File: src/rtl/cdad_pkg.sv
package cdad_pkg;

	// Only the low DAYS_WIDTH bits of the day count take part in the walk.
	localparam int DAYS_WIDTH = 16;

	localparam int MONTH_W = 4;
	localparam int DAY_W   = 5;
	localparam int YEAR_W  = 14;
	localparam int STAT_W  = 2;
	localparam int MOD_W   = 9;

	localparam logic [YEAR_W-1:0]  YEAR_MIN = YEAR_W'(1800);
	localparam logic [YEAR_W-1:0]  YEAR_MAX = YEAR_W'(10000);
	localparam logic [MONTH_W-1:0] MONTHS   = MONTH_W'(12);

	// Residue of the year modulo 400, found by restoring subtraction.
	localparam int MOD_BASE  = 400;
	localparam int MOD_STEPS = 6;
	localparam logic [YEAR_W-1:0] MOD_TOP = YEAR_W'(MOD_BASE << (MOD_STEPS - 1));

	localparam logic [STAT_W-1:0] ST_OK    = 2'd0;
	localparam logic [STAT_W-1:0] ST_RANGE = 2'd1;
	localparam logic [STAT_W-1:0] ST_DAY   = 2'd2;

	typedef logic [MOD_W-1:0] mod_t;

	function automatic logic is_leap(input mod_t r);
		logic by4;
		logic century;
		by4     = (r[1:0] == 2'd0);
		century = (r == MOD_W'(100)) || (r == MOD_W'(200)) || (r == MOD_W'(300));
		return (by4 && !century) || (r == MOD_W'(0));
	endfunction

	function automatic logic [DAY_W-1:0] month_days(input logic [MONTH_W-1:0] m,
		input logic leap);
		logic [DAY_W-1:0] n;
		unique case (m)
			4'd1, 4'd3, 4'd5, 4'd7, 4'd8, 4'd10, 4'd12: n = DAY_W'(31);
			4'd4, 4'd6, 4'd9, 4'd11:                   n = DAY_W'(30);
			4'd2:                                      n = leap ? DAY_W'(29) : DAY_W'(28);
			default:                                   n = DAY_W'(0);
		endcase
		return n;
	endfunction

endpackage

File: src/rtl/calendar_date_add_days.sv
// Gregorian date plus a number of days.
//
// Channels: a command word (month_in, day_in, year_in, days_to_add) is taken
// at a rising edge where start is high and busy is low. The result word
// (month_out, day_out, year_out, status) is shown for exactly one cycle with
// done high; the receiver cannot stall it and must take it in that cycle.
//
// Sequence: the command is loaded, the year is reduced modulo 400 by restoring
// steps on the shared compare-and-subtract unit, the start date is checked,
// then the walk advances one month per cycle, the last month included. A full
// 65535-day add walks about 2154 months; a rejected date returns straight after
// the check. busy is high for the whole command and one command is in flight
// at a time.
//
// Status 1 means a field is out of range, status 2 means the day exceeds the
// month; in both cases the date comes back unchanged.
//
// Reset: arst_n clears the sequencer and the done strobe at once; the block
// comes out of reset idle and ready for a command.
module calendar_date_add_days (
	input  logic                               clk,
	input  logic                               arst_n,
	input  logic                               start,
	output logic                               busy,
	input  logic [cdad_pkg::MONTH_W-1:0]       month_in,
	input  logic [cdad_pkg::DAY_W-1:0]         day_in,
	input  logic [cdad_pkg::YEAR_W-1:0]        year_in,
	input  logic [cdad_pkg::DAYS_WIDTH-1:0]    days_to_add,
	output logic                               done,
	output logic [cdad_pkg::MONTH_W-1:0]       month_out,
	output logic [cdad_pkg::DAY_W-1:0]         day_out,
	output logic [cdad_pkg::YEAR_W-1:0]        year_out,
	output logic [cdad_pkg::STAT_W-1:0]        status
);
	import cdad_pkg::*;

	localparam logic [1:0] S_IDLE  = 2'd0;
	localparam logic [1:0] S_RED   = 2'd1;
	localparam logic [1:0] S_CHECK = 2'd2;
	localparam logic [1:0] S_WALK  = 2'd3;

	logic [1:0]            state_q;
	logic                  done_q;
	logic [2:0]            step_q;
	logic [MONTH_W-1:0]    month_q;
	logic [DAY_W-1:0]      day_q;
	logic [YEAR_W-1:0]     year_q;
	logic [YEAR_W-1:0]     rem_q;
	logic [DAYS_WIDTH-1:0] left_q;
	logic [STAT_W-1:0]     status_q;

	logic [YEAR_W-1:0]     divisor;
	logic                  fits;
	mod_t                  res;
	logic [DAY_W-1:0]      dim;
	logic [DAY_W-1:0]      rest;
	logic                  out_of_range;
	logic                  next_month;

	assign res     = rem_q[MOD_W-1:0];
	assign divisor = MOD_TOP >> step_q;
	assign fits    = (rem_q >= divisor);
	assign dim     = month_days(month_q, is_leap(res));
	assign rest    = dim - day_q;

	assign out_of_range = (month_q < MONTH_W'(1)) || (month_q > MONTHS) ||
		(day_q == DAY_W'(0)) || (year_q < YEAR_MIN) || (year_q > YEAR_MAX);
	assign next_month = (left_q > DAYS_WIDTH'(rest));

	always_ff @(posedge clk or negedge arst_n) begin
		if (!arst_n) begin
			state_q <= S_IDLE;
			done_q  <= 1'b0;
		end else begin
			done_q <= 1'b0;
			unique case (state_q)
				S_IDLE: begin
					if (start) begin
						state_q <= S_RED;
					end
				end
				S_RED: begin
					if (step_q == 3'(MOD_STEPS - 1)) begin
						state_q <= S_CHECK;
					end
				end
				S_CHECK: begin
					if (out_of_range || (day_q > dim)) begin
						state_q <= S_IDLE;
						done_q  <= 1'b1;
					end else begin
						state_q <= S_WALK;
					end
				end
				S_WALK: begin
					if (!next_month) begin
						state_q <= S_IDLE;
						done_q  <= 1'b1;
					end
				end
				default: state_q <= S_IDLE;
			endcase
		end
	end

	always_ff @(posedge clk) begin
		unique case (state_q)
			S_IDLE: begin
				if (start) begin
					month_q  <= month_in;
					day_q    <= day_in;
					year_q   <= year_in;
					rem_q    <= year_in;
					left_q   <= days_to_add;
					step_q   <= 3'd0;
					status_q <= ST_OK;
				end
			end
			S_RED: begin
				// One restoring step: subtract 400 times a falling power of two.
				if (fits) begin
					rem_q <= rem_q - divisor;
				end
				step_q <= step_q + 3'd1;
			end
			S_CHECK: begin
				if (out_of_range) begin
					status_q <= ST_RANGE;
				end else if (day_q > dim) begin
					status_q <= ST_DAY;
				end
			end
			S_WALK: begin
				if (next_month) begin
					left_q <= left_q - DAYS_WIDTH'(rest) - DAYS_WIDTH'(1);
					day_q  <= DAY_W'(1);
					if (month_q == MONTHS) begin
						month_q <= MONTH_W'(1);
						year_q  <= year_q + YEAR_W'(1);
						// The residue tracks the year so the leap rule holds for every February.
						rem_q   <= (res == mod_t'(MOD_BASE - 1)) ? '0 : rem_q + YEAR_W'(1);
					end else begin
						month_q <= month_q + MONTH_W'(1);
					end
				end else begin
					day_q  <= day_q + left_q[DAY_W-1:0];
					left_q <= '0;
				end
			end
			default: ;
		endcase
	end

	assign busy      = (state_q != S_IDLE);
	assign done      = done_q;
	assign month_out = month_q;
	assign day_out   = day_q;
	assign year_out  = year_q;
	assign status    = status_q;

`ifndef NO_ASSERTIONS
	a_done_after_work: assert property (@(posedge clk) disable iff (!arst_n)
		done |-> $past(busy))
		else $error("done without a command in flight");

	a_start_busy: assert property (@(posedge clk) disable iff (!arst_n)
		(start && !busy) |=> (busy && !done))
		else $error("accepted command did not raise busy");

	a_residue_reduced: assert property (@(posedge clk) disable iff (!arst_n)
		(state_q == S_CHECK || state_q == S_WALK) |-> (rem_q < YEAR_W'(MOD_BASE)))
		else $error("year residue not below 400");

	a_ok_date_valid: assert property (@(posedge clk) disable iff (!arst_n)
		(done && status == ST_OK) |-> (month_out >= MONTH_W'(1) &&
		month_out <= MONTHS && day_out >= DAY_W'(1)))
		else $error("ok result holds an invalid date");

	a_walk_day_bound: assert property (@(posedge clk) disable iff (!arst_n)
		(state_q == S_WALK) |-> (day_q <= dim))
		else $error("walk day beyond month length");
`endif

endmodule

File: config.mk
export PLATFORM = sky130hd
export DESIGN_NAME = calendar_date_add_days
export DESIGN_NICKNAME = d
export VERILOG_FILES = /design/src/rtl/cdad_pkg.sv /design/src/rtl/calendar_date_add_days.sv
export SDC_FILE = /design/constraint.sdc
export NUM_CORES = 1
export LEC_CHECK = 0
export BUFFER_PORTS_ARGS = -buffer_cell sky130_fd_sc_hd__buf_2
export CORE_ASPECT_RATIO = 0.9
export CORE_MARGIN = 3
export CORE_UTILIZATION = 58
export CTS_CLUSTER_SIZE = 14
export DETAILED_ROUTE_END_ITERATION = 8
export GPL_ROUTABILITY_DRIVEN = 0
export PLACE_DENSITY = 0.81
export SETUP_SLACK_MARGIN = 0.5
export SYNTH_ARGS = -nofsm -noshare
export SYNTH_HDL_FRONTEND = slang
export SYNTH_SLANG_ARGS = --single-unit
File: constraint.sdc
create_clock -name clk -period 5.5 [get_ports clk]
set_input_delay 0.825 -clock clk [delete_from_list [all_inputs] [get_ports clk]]
set_output_delay 0.825 -clock clk [all_outputs]
set_load 0.02 [all_outputs]
Yosys cells after proc, flatten, opt, wreduce, memory -nomap -nowiden
Cells that the tools add are included.

storage, ports and cells
  register bits = 61
  bits in latches = 0
  memory bits (writable) = 0
  memory bits (read-only) = 0
  input bits = 42
  memories kept = 0

operators by class
  add/subtract/negate cells = 9
  multipliers = 0
  div/mod/pow operators = 0
  $lt $le $gt $ge = 7
  eq/ne operators = 27
  shift operators = 1
  muxes and demuxes = 35
  bitwise operators = 0
  reduce and logical (&&, ||, !) cells = 28

operators with widths
  operator                                                                         count
  14-bit 2-to-1 mux                                                                7
  14-bit case mux with 3 select lines                                              1
  16-bit 2-to-1 mux                                                                2
  16-bit case mux with 2 select lines                                              1
  14-bit by 1-bit adder with 14-bit output (second input constant)                 2
  14-bit case mux with 2 select lines                                              1
  4-bit equality test (second input constant)                                      5
  9-bit equality test (second input constant)                                      2
  4-bit by 3-bit equality test with 1-bit output (second input constant)           4
  16-bit by 5-bit > comparator with 1-bit output                                   1
  16-bit by 1-bit subtractor with 16-bit output (second input constant)            1
  16-bit by 5-bit subtractor with 16-bit output                                    1
  5-bit case mux with 3 select lines                                               1
  14-bit >= comparator                                                             1
  14-bit > comparator (second input constant)                                      1
  14-bit by 11-bit less-than comparator with 1-bit output (second input constant)  1
  2-bit 2-to-1 mux                                                                 7
  14-bit by 3-bit right shift with 14-bit output (first input constant)            1
  14-bit subtractor                                                                1
  4-bit 2-to-1 mux                                                                 3
  2-bit inequality test (second input constant)                                    6
  5-bit 2-to-1 mux                                                                 2
  5-bit case mux with 2 select lines                                               1
  9-bit by 7-bit equality test with 1-bit output (second input constant)           1
  35 further kinds                                                                 53

Logic depth before layout (Yosys ltp)
  word-level depth = 13
  gate-level depth with buffers = 20
  mapped depth without buffers = 18

Worst setup path before layout
Ideal clock, no wire load.

  kind = register -> register
  from = register rem_q[8]
  to = register year_q[0], in the netlist year_out[0] (enable)
  library setup time = 0.390 ns
  arrival = 4.661 ns
  setup slack = 0.450 ns
  stages on the path, launching flop included = 19
  buffers on the path = 1
  clock period less this slack = 5.050 ns
  path through = edfxtp_1 nand2b_1 or4b_2 a211o_1 a31oi_1 ha_1 inv_1 fa_1 a21o_1 a21oi_1 xor2_1 ha_1 and3_1 and3_1 o2111ai_1 a21oi_2 and2_1 buf_2 a21oi_1

between the ends
  word-level cells in the longest chain between the ends = 12

ends and longest elaborated chain
  element                                                                                                           RTL line                       text
  from (decl)                                                                                                       calendar_date_add_days.sv:48   logic [YEAR_W-1:0] rem_q;
  from (signal assigned)                                                                                            calendar_date_add_days.sv:113  rem_q <= year_in;
  from (signal assigned)                                                                                            calendar_date_add_days.sv:122  rem_q <= rem_q - divisor;
  from (signal assigned)                                                                                            calendar_date_add_days.sv:141  rem_q <= (res == mod_t'(MOD_BASE - 1)) ? '0 : rem_q + YEAR_W'(1);
  9-bit by 7-bit equality test with 1-bit output or 9-bit by 8-bit equality test with 1-bit output (tied branches)  cdad_pkg.sv:31                 century = (r == MOD_W'(100)) || (r == MOD_W'(200)) || (r == MOD_W'(300));
  1-bit logical OR (2 in series)                                                                                    cdad_pkg.sv:31
  1-bit zero test                                                                                                   cdad_pkg.sv:32                 return (by4 && !century) || (r == MOD_W'(0));
  1-bit logical AND                                                                                                 cdad_pkg.sv:32
  1-bit logical OR (*)                                                                                              cdad_pkg.sv:32
  1-bit 2-to-1 mux (*)                                                                                              cdad_pkg.sv:41                 4'd2: n = leap ? DAY_W'(29) : DAY_W'(28);
  5-bit case mux with 3 select lines (*)                                                                            cdad_pkg.sv:38                 unique case (m)
  5-bit subtractor (*)                                                                                              calendar_date_add_days.sv:64   assign rest = dim - day_q;
  16-bit by 5-bit > comparator with 1-bit output (*)                                                                calendar_date_add_days.sv:68   assign next_month = (left_q > DAYS_WIDTH'(rest));
  2-bit inequality test (no source line) (*)                                                                        n/a
  4-bit AND reduction (no source line) (*)                                                                          n/a
  to (signal assigned)                                                                                              calendar_date_add_days.sv:112  year_q <= year_in;
  to (signal assigned)                                                                                              calendar_date_add_days.sv:139  year_q <= year_q + YEAR_W'(1);
  to (decl)                                                                                                         calendar_date_add_days.sv:47   logic [YEAR_W-1:0] year_q;

Mark *: on every way between the ends. The rest lies on a longest branch, timed or not.
A chain may end at the register's enable or synchronous reset.

Final worst setup path
  from = register rem_q[8]
  to = register year_q[11], in the netlist year_out[11] (enable)

The elaborated chain is that of the path after synthesis.

==> key figures <==
Clock tree
  – Clock Pin Slew Worst Setup and Hold Paths: roughly 70 ps
  – Root buffer cell: clkbuf_8
  – CTS sink count: 61
  – CTS Buf Count: 9
  – Hold-fix buffer count after cts: 0
  – Clock buffer depth: 2
  – Worst-Skew Late Latency: between 300 and 400 ps
  – CTS tree: built
  – H-tree depth: 3

Synthesis
  – Number of synthesized flops with an enable pin: 58
  – Dominant cells by area after synthesis: edfxtp_1 36%, ha_1 10%, nand2_1 6.3%
  – Yosys top cell by area: edfxtp_1
  – Seq/Total Area, Yosys: a little under two fifths
  – YS warnings: 0
  – Asr flop ratio synth: 4.92%
  – Syn_nets: approximately 600
  – Post-synth top flop: edfxtp_1
  – Synth cell types: 62
  – Synth Area per Inst: a little over 9 um^2
  – Post-synth top area share: around 36%
  – Mapped Area: around 4800 um^2
  – Yosys reg bits: 61
  – Mapped Cells: 512

STA
  – Slew of the pin with the lowest slew margin: between 1000 and 1500 ps
  – Setup total negative slack: 0 ps
  – Fin crit period: around 4800 ps
  – Pins Over Slew Limit: 0
  – Achievable frequency: 207 MHz
  – Clock skew: slightly below 10 ps
  – Fin. Hold Viols: 0
  – Worst hold margin: 286 ps
  – RSZ-0062 raised after global routing: no
  – Slew HR: about 18%
  – Final setup violating endpoints: 0
  – Final period util: between 80 and 90%

Route
  – Vias/cell: a little over 6
  – DRT antenna net count: 0
  – Drc violations: 0
  – Drt wl/cell: roughly 17 um
  – Drt initial violations: 290
  – Via count: between 4k and 5k
  – Routed wire length: around 12000 um
  – DR pass1 iterations: 5

Power
  – Int Power: around 2200 uW
  – Sw frac: a little under half
  – Part of the power in registers: about a quarter
  – Max VDD drop: 374 uV
  – Pwr Density: 740 nW/um^2
  – Comb pwr share: 61.9%
  – Pwr Total: approximately 4100 uW
  – Sw power: between 1500 and 2000 uW
  – Leakage: ~0.0024 uW
  – Clock share of power: a little under an eighth

Global routing
  – Vias in the first global route: 3973
  – Initial antenna violation count: 0
  – First-pass GRT wire length: 18900 um
  – Overflow after GRT: 0
  – Largest net degree at the start of global routing: 56
  – Total Routing Usage GR: 25.5%

Cells and area
  – P&R area growth vs syn: 15.3%
  – Multi-input gate area: between 2000 and 3000 um^2
  – Layout Nets: 670
  – Fillers: ~590
  – Share of layout cells above drive strength 1: approximately a fifth
  – FF+latch area: ~1800 um^2
  – Final instance area: 5510 um^2
  – Antenna cells: 0

Critical path
  – R2R depth: 18
  – WS Path Type: register to register
  – CP Capture Type: register
  – Startpoint types: register
  – CP Data Arrival Time: around 4900 ps
  – Worst Path Required: about 5600 ps
  – Crit-path max FO: 7

Floorplanning
  – Initial Utilization: roughly 62%
  – IO Pins: 69
  – Row cnt: 30
  – Die area: ~9400 um^2
  – Chip width: about 100 um
  – Die Ht: a little over 90 um
  – Core footprint: 7770 um^2

Placement
  – DP HPWL: just under 9000 um
  – Dpl cell area: ~5200 um^2
  – Port-buffer cells: 68

Run status
  – Status: finished clean

Hold path
  – Hold crit path type: input pin to async pin

Job
  – Max capacitance violation total: 0
## cells by family (layout without fill, tap and decap cells)
family,after synthesis,after routing,share of synthesized area (%)
XOR/XNOR,51,51,9.35
buffers and inverters,44,122,4.03
adder cells (fa/ha/maj),43,43,11.7
AO/OA/AOI/OAI,121,121,16.7
multiplexers,8,8,1.73
AND/OR/NAND/NOR,184,184,18.5
flip-flops,61,61,38.0
## critical path, stage by stage (launching register included)
cell       delay [ps]
edfxtp_1          420
nand2b_1          180
or4b_2            610
a211o_1           310
a31oi_1           210
ha_1              210
inv_1              60
fa_1              400
a21o_1            180
a21oi_1           200
xor2_1            200
ha_1              290
and3_1            200
and3_1            210
o2111ai_2         180
a21oi_2            60
and2_2            270
a21oi_4           180
buf_6             160
## synthesized netlist by cell type (4+ instances only)
cell type and number:
nor3_1 9, xnor2_1 28, a21o_1 9, a22oi_1 6
a21oi_1 21, nand3_1 15, mux2i_1 6, ha_1 40
and3_1 10, xor2_1 23, o21ai_1 8, edfxtp_1 58
nor2_1 34, nand2b_1 6, o21ai_0 37, inv_1 24
nand2_1 80, buf_2 4, a22o_1 4, clkbuf_1 11
## routing by layer
| metal | vias up | wire (um) | global-route usage (%) | share of wire [%] |
|---|---|---|---|---|
| met3 | 27 | 951 | 5.63 | 8.0 |
| li1 | 2004 | - | - | - |
| met5 | - | 0 | 0 | 0 |
| met4 | 0 | 244 | 10.4 | 2.1 |
| met1 | 1959 | 5250 | 35.7 | 44 |
| met2 | 184 | 5420 | 37.9 | 46 |
## cell type report
cell class                      count  share of cell area, %
Clock buffer                       11                   2.38
Tap cell                           96                   2.18
Timing Repair Buffer               80                   7.95
Inverter                           26                   1.77
Clock inverter                      5                   1.79
Multi-Input combinational cell    407                   50.9
Sequential cell                    61                   33.0
## worst paths after layout
| check | startpoint | end | slack, ps |
|---|---|---|---|
| min in group clk | step_q[0] | step_q[0] | 630 |
| setup reg to reg | rem_q[8] | year_out[11] | 680 |
| max in group asynchronous | arst_n | done | 5090 |
| hold / removal | arst_n | state_q[0] | 290 |
| hold reg to reg | step_q[0] | step_q[0] | 630 |
| setup / recovery | rem_q[8] | year_out[11] | 680 |
## power by group through the flow
stage / registers [uW] / logic, uW / clock network, uW
global placement: 1070 / 2270 / 0
global route: 1090 / 2790 / 503
floorplan: 1040 / 1850 / 0
finish: 1070 / 2530 / 480
detailed placement: 1090 / 2370 / 0
CTS: 1080 / 2400 / 488
## cells in the final DEF, fill, tap and decap left out, types with 8 or more instances in the layout
cell type,n
a21oi_1,20
buf_2,68
nand2_1,79
buf_4,10
and3_1,10
clkbuf_8,9
nand3_1,15
ha_1,40
o21ai_0,37
nor2_1,34
xnor2_1,28
xor2_1,23
o21ai_1,8
nor3_1,9
a21o_1,9
inv_1,24
edfxtp_1,58
## metrics by stage
| stage | setup slack [ps] | utilization [%] | cells |
|---|---|---|---|
| after floorplan | 763 | - | 512 |
| after global placement | 566 | 66.6 | 661 |
| after detailed placement | 307 | 66.6 | 661 |
| after CTS | 533 | 69.5 | 677 |
| after global routing | 504 | 70.9 | 686 |
| final | 676 | 70.9 | 686 |
## flip-flops by register name (all words and copies together), names as in the netlist
signal,count
status,2
month_out,4
day_out,5
state_q,2
step_q,3
rem_q,14
done,1
year_out,14
left_q,16
## repair_timing
item                       CTS  global route
gates cloned                 0             1
resized for setup            1            10
setup endpoints to repair   19            55
pin swaps                    0             1
setup buffers                0             8
(Power assumes the default switching activity.)
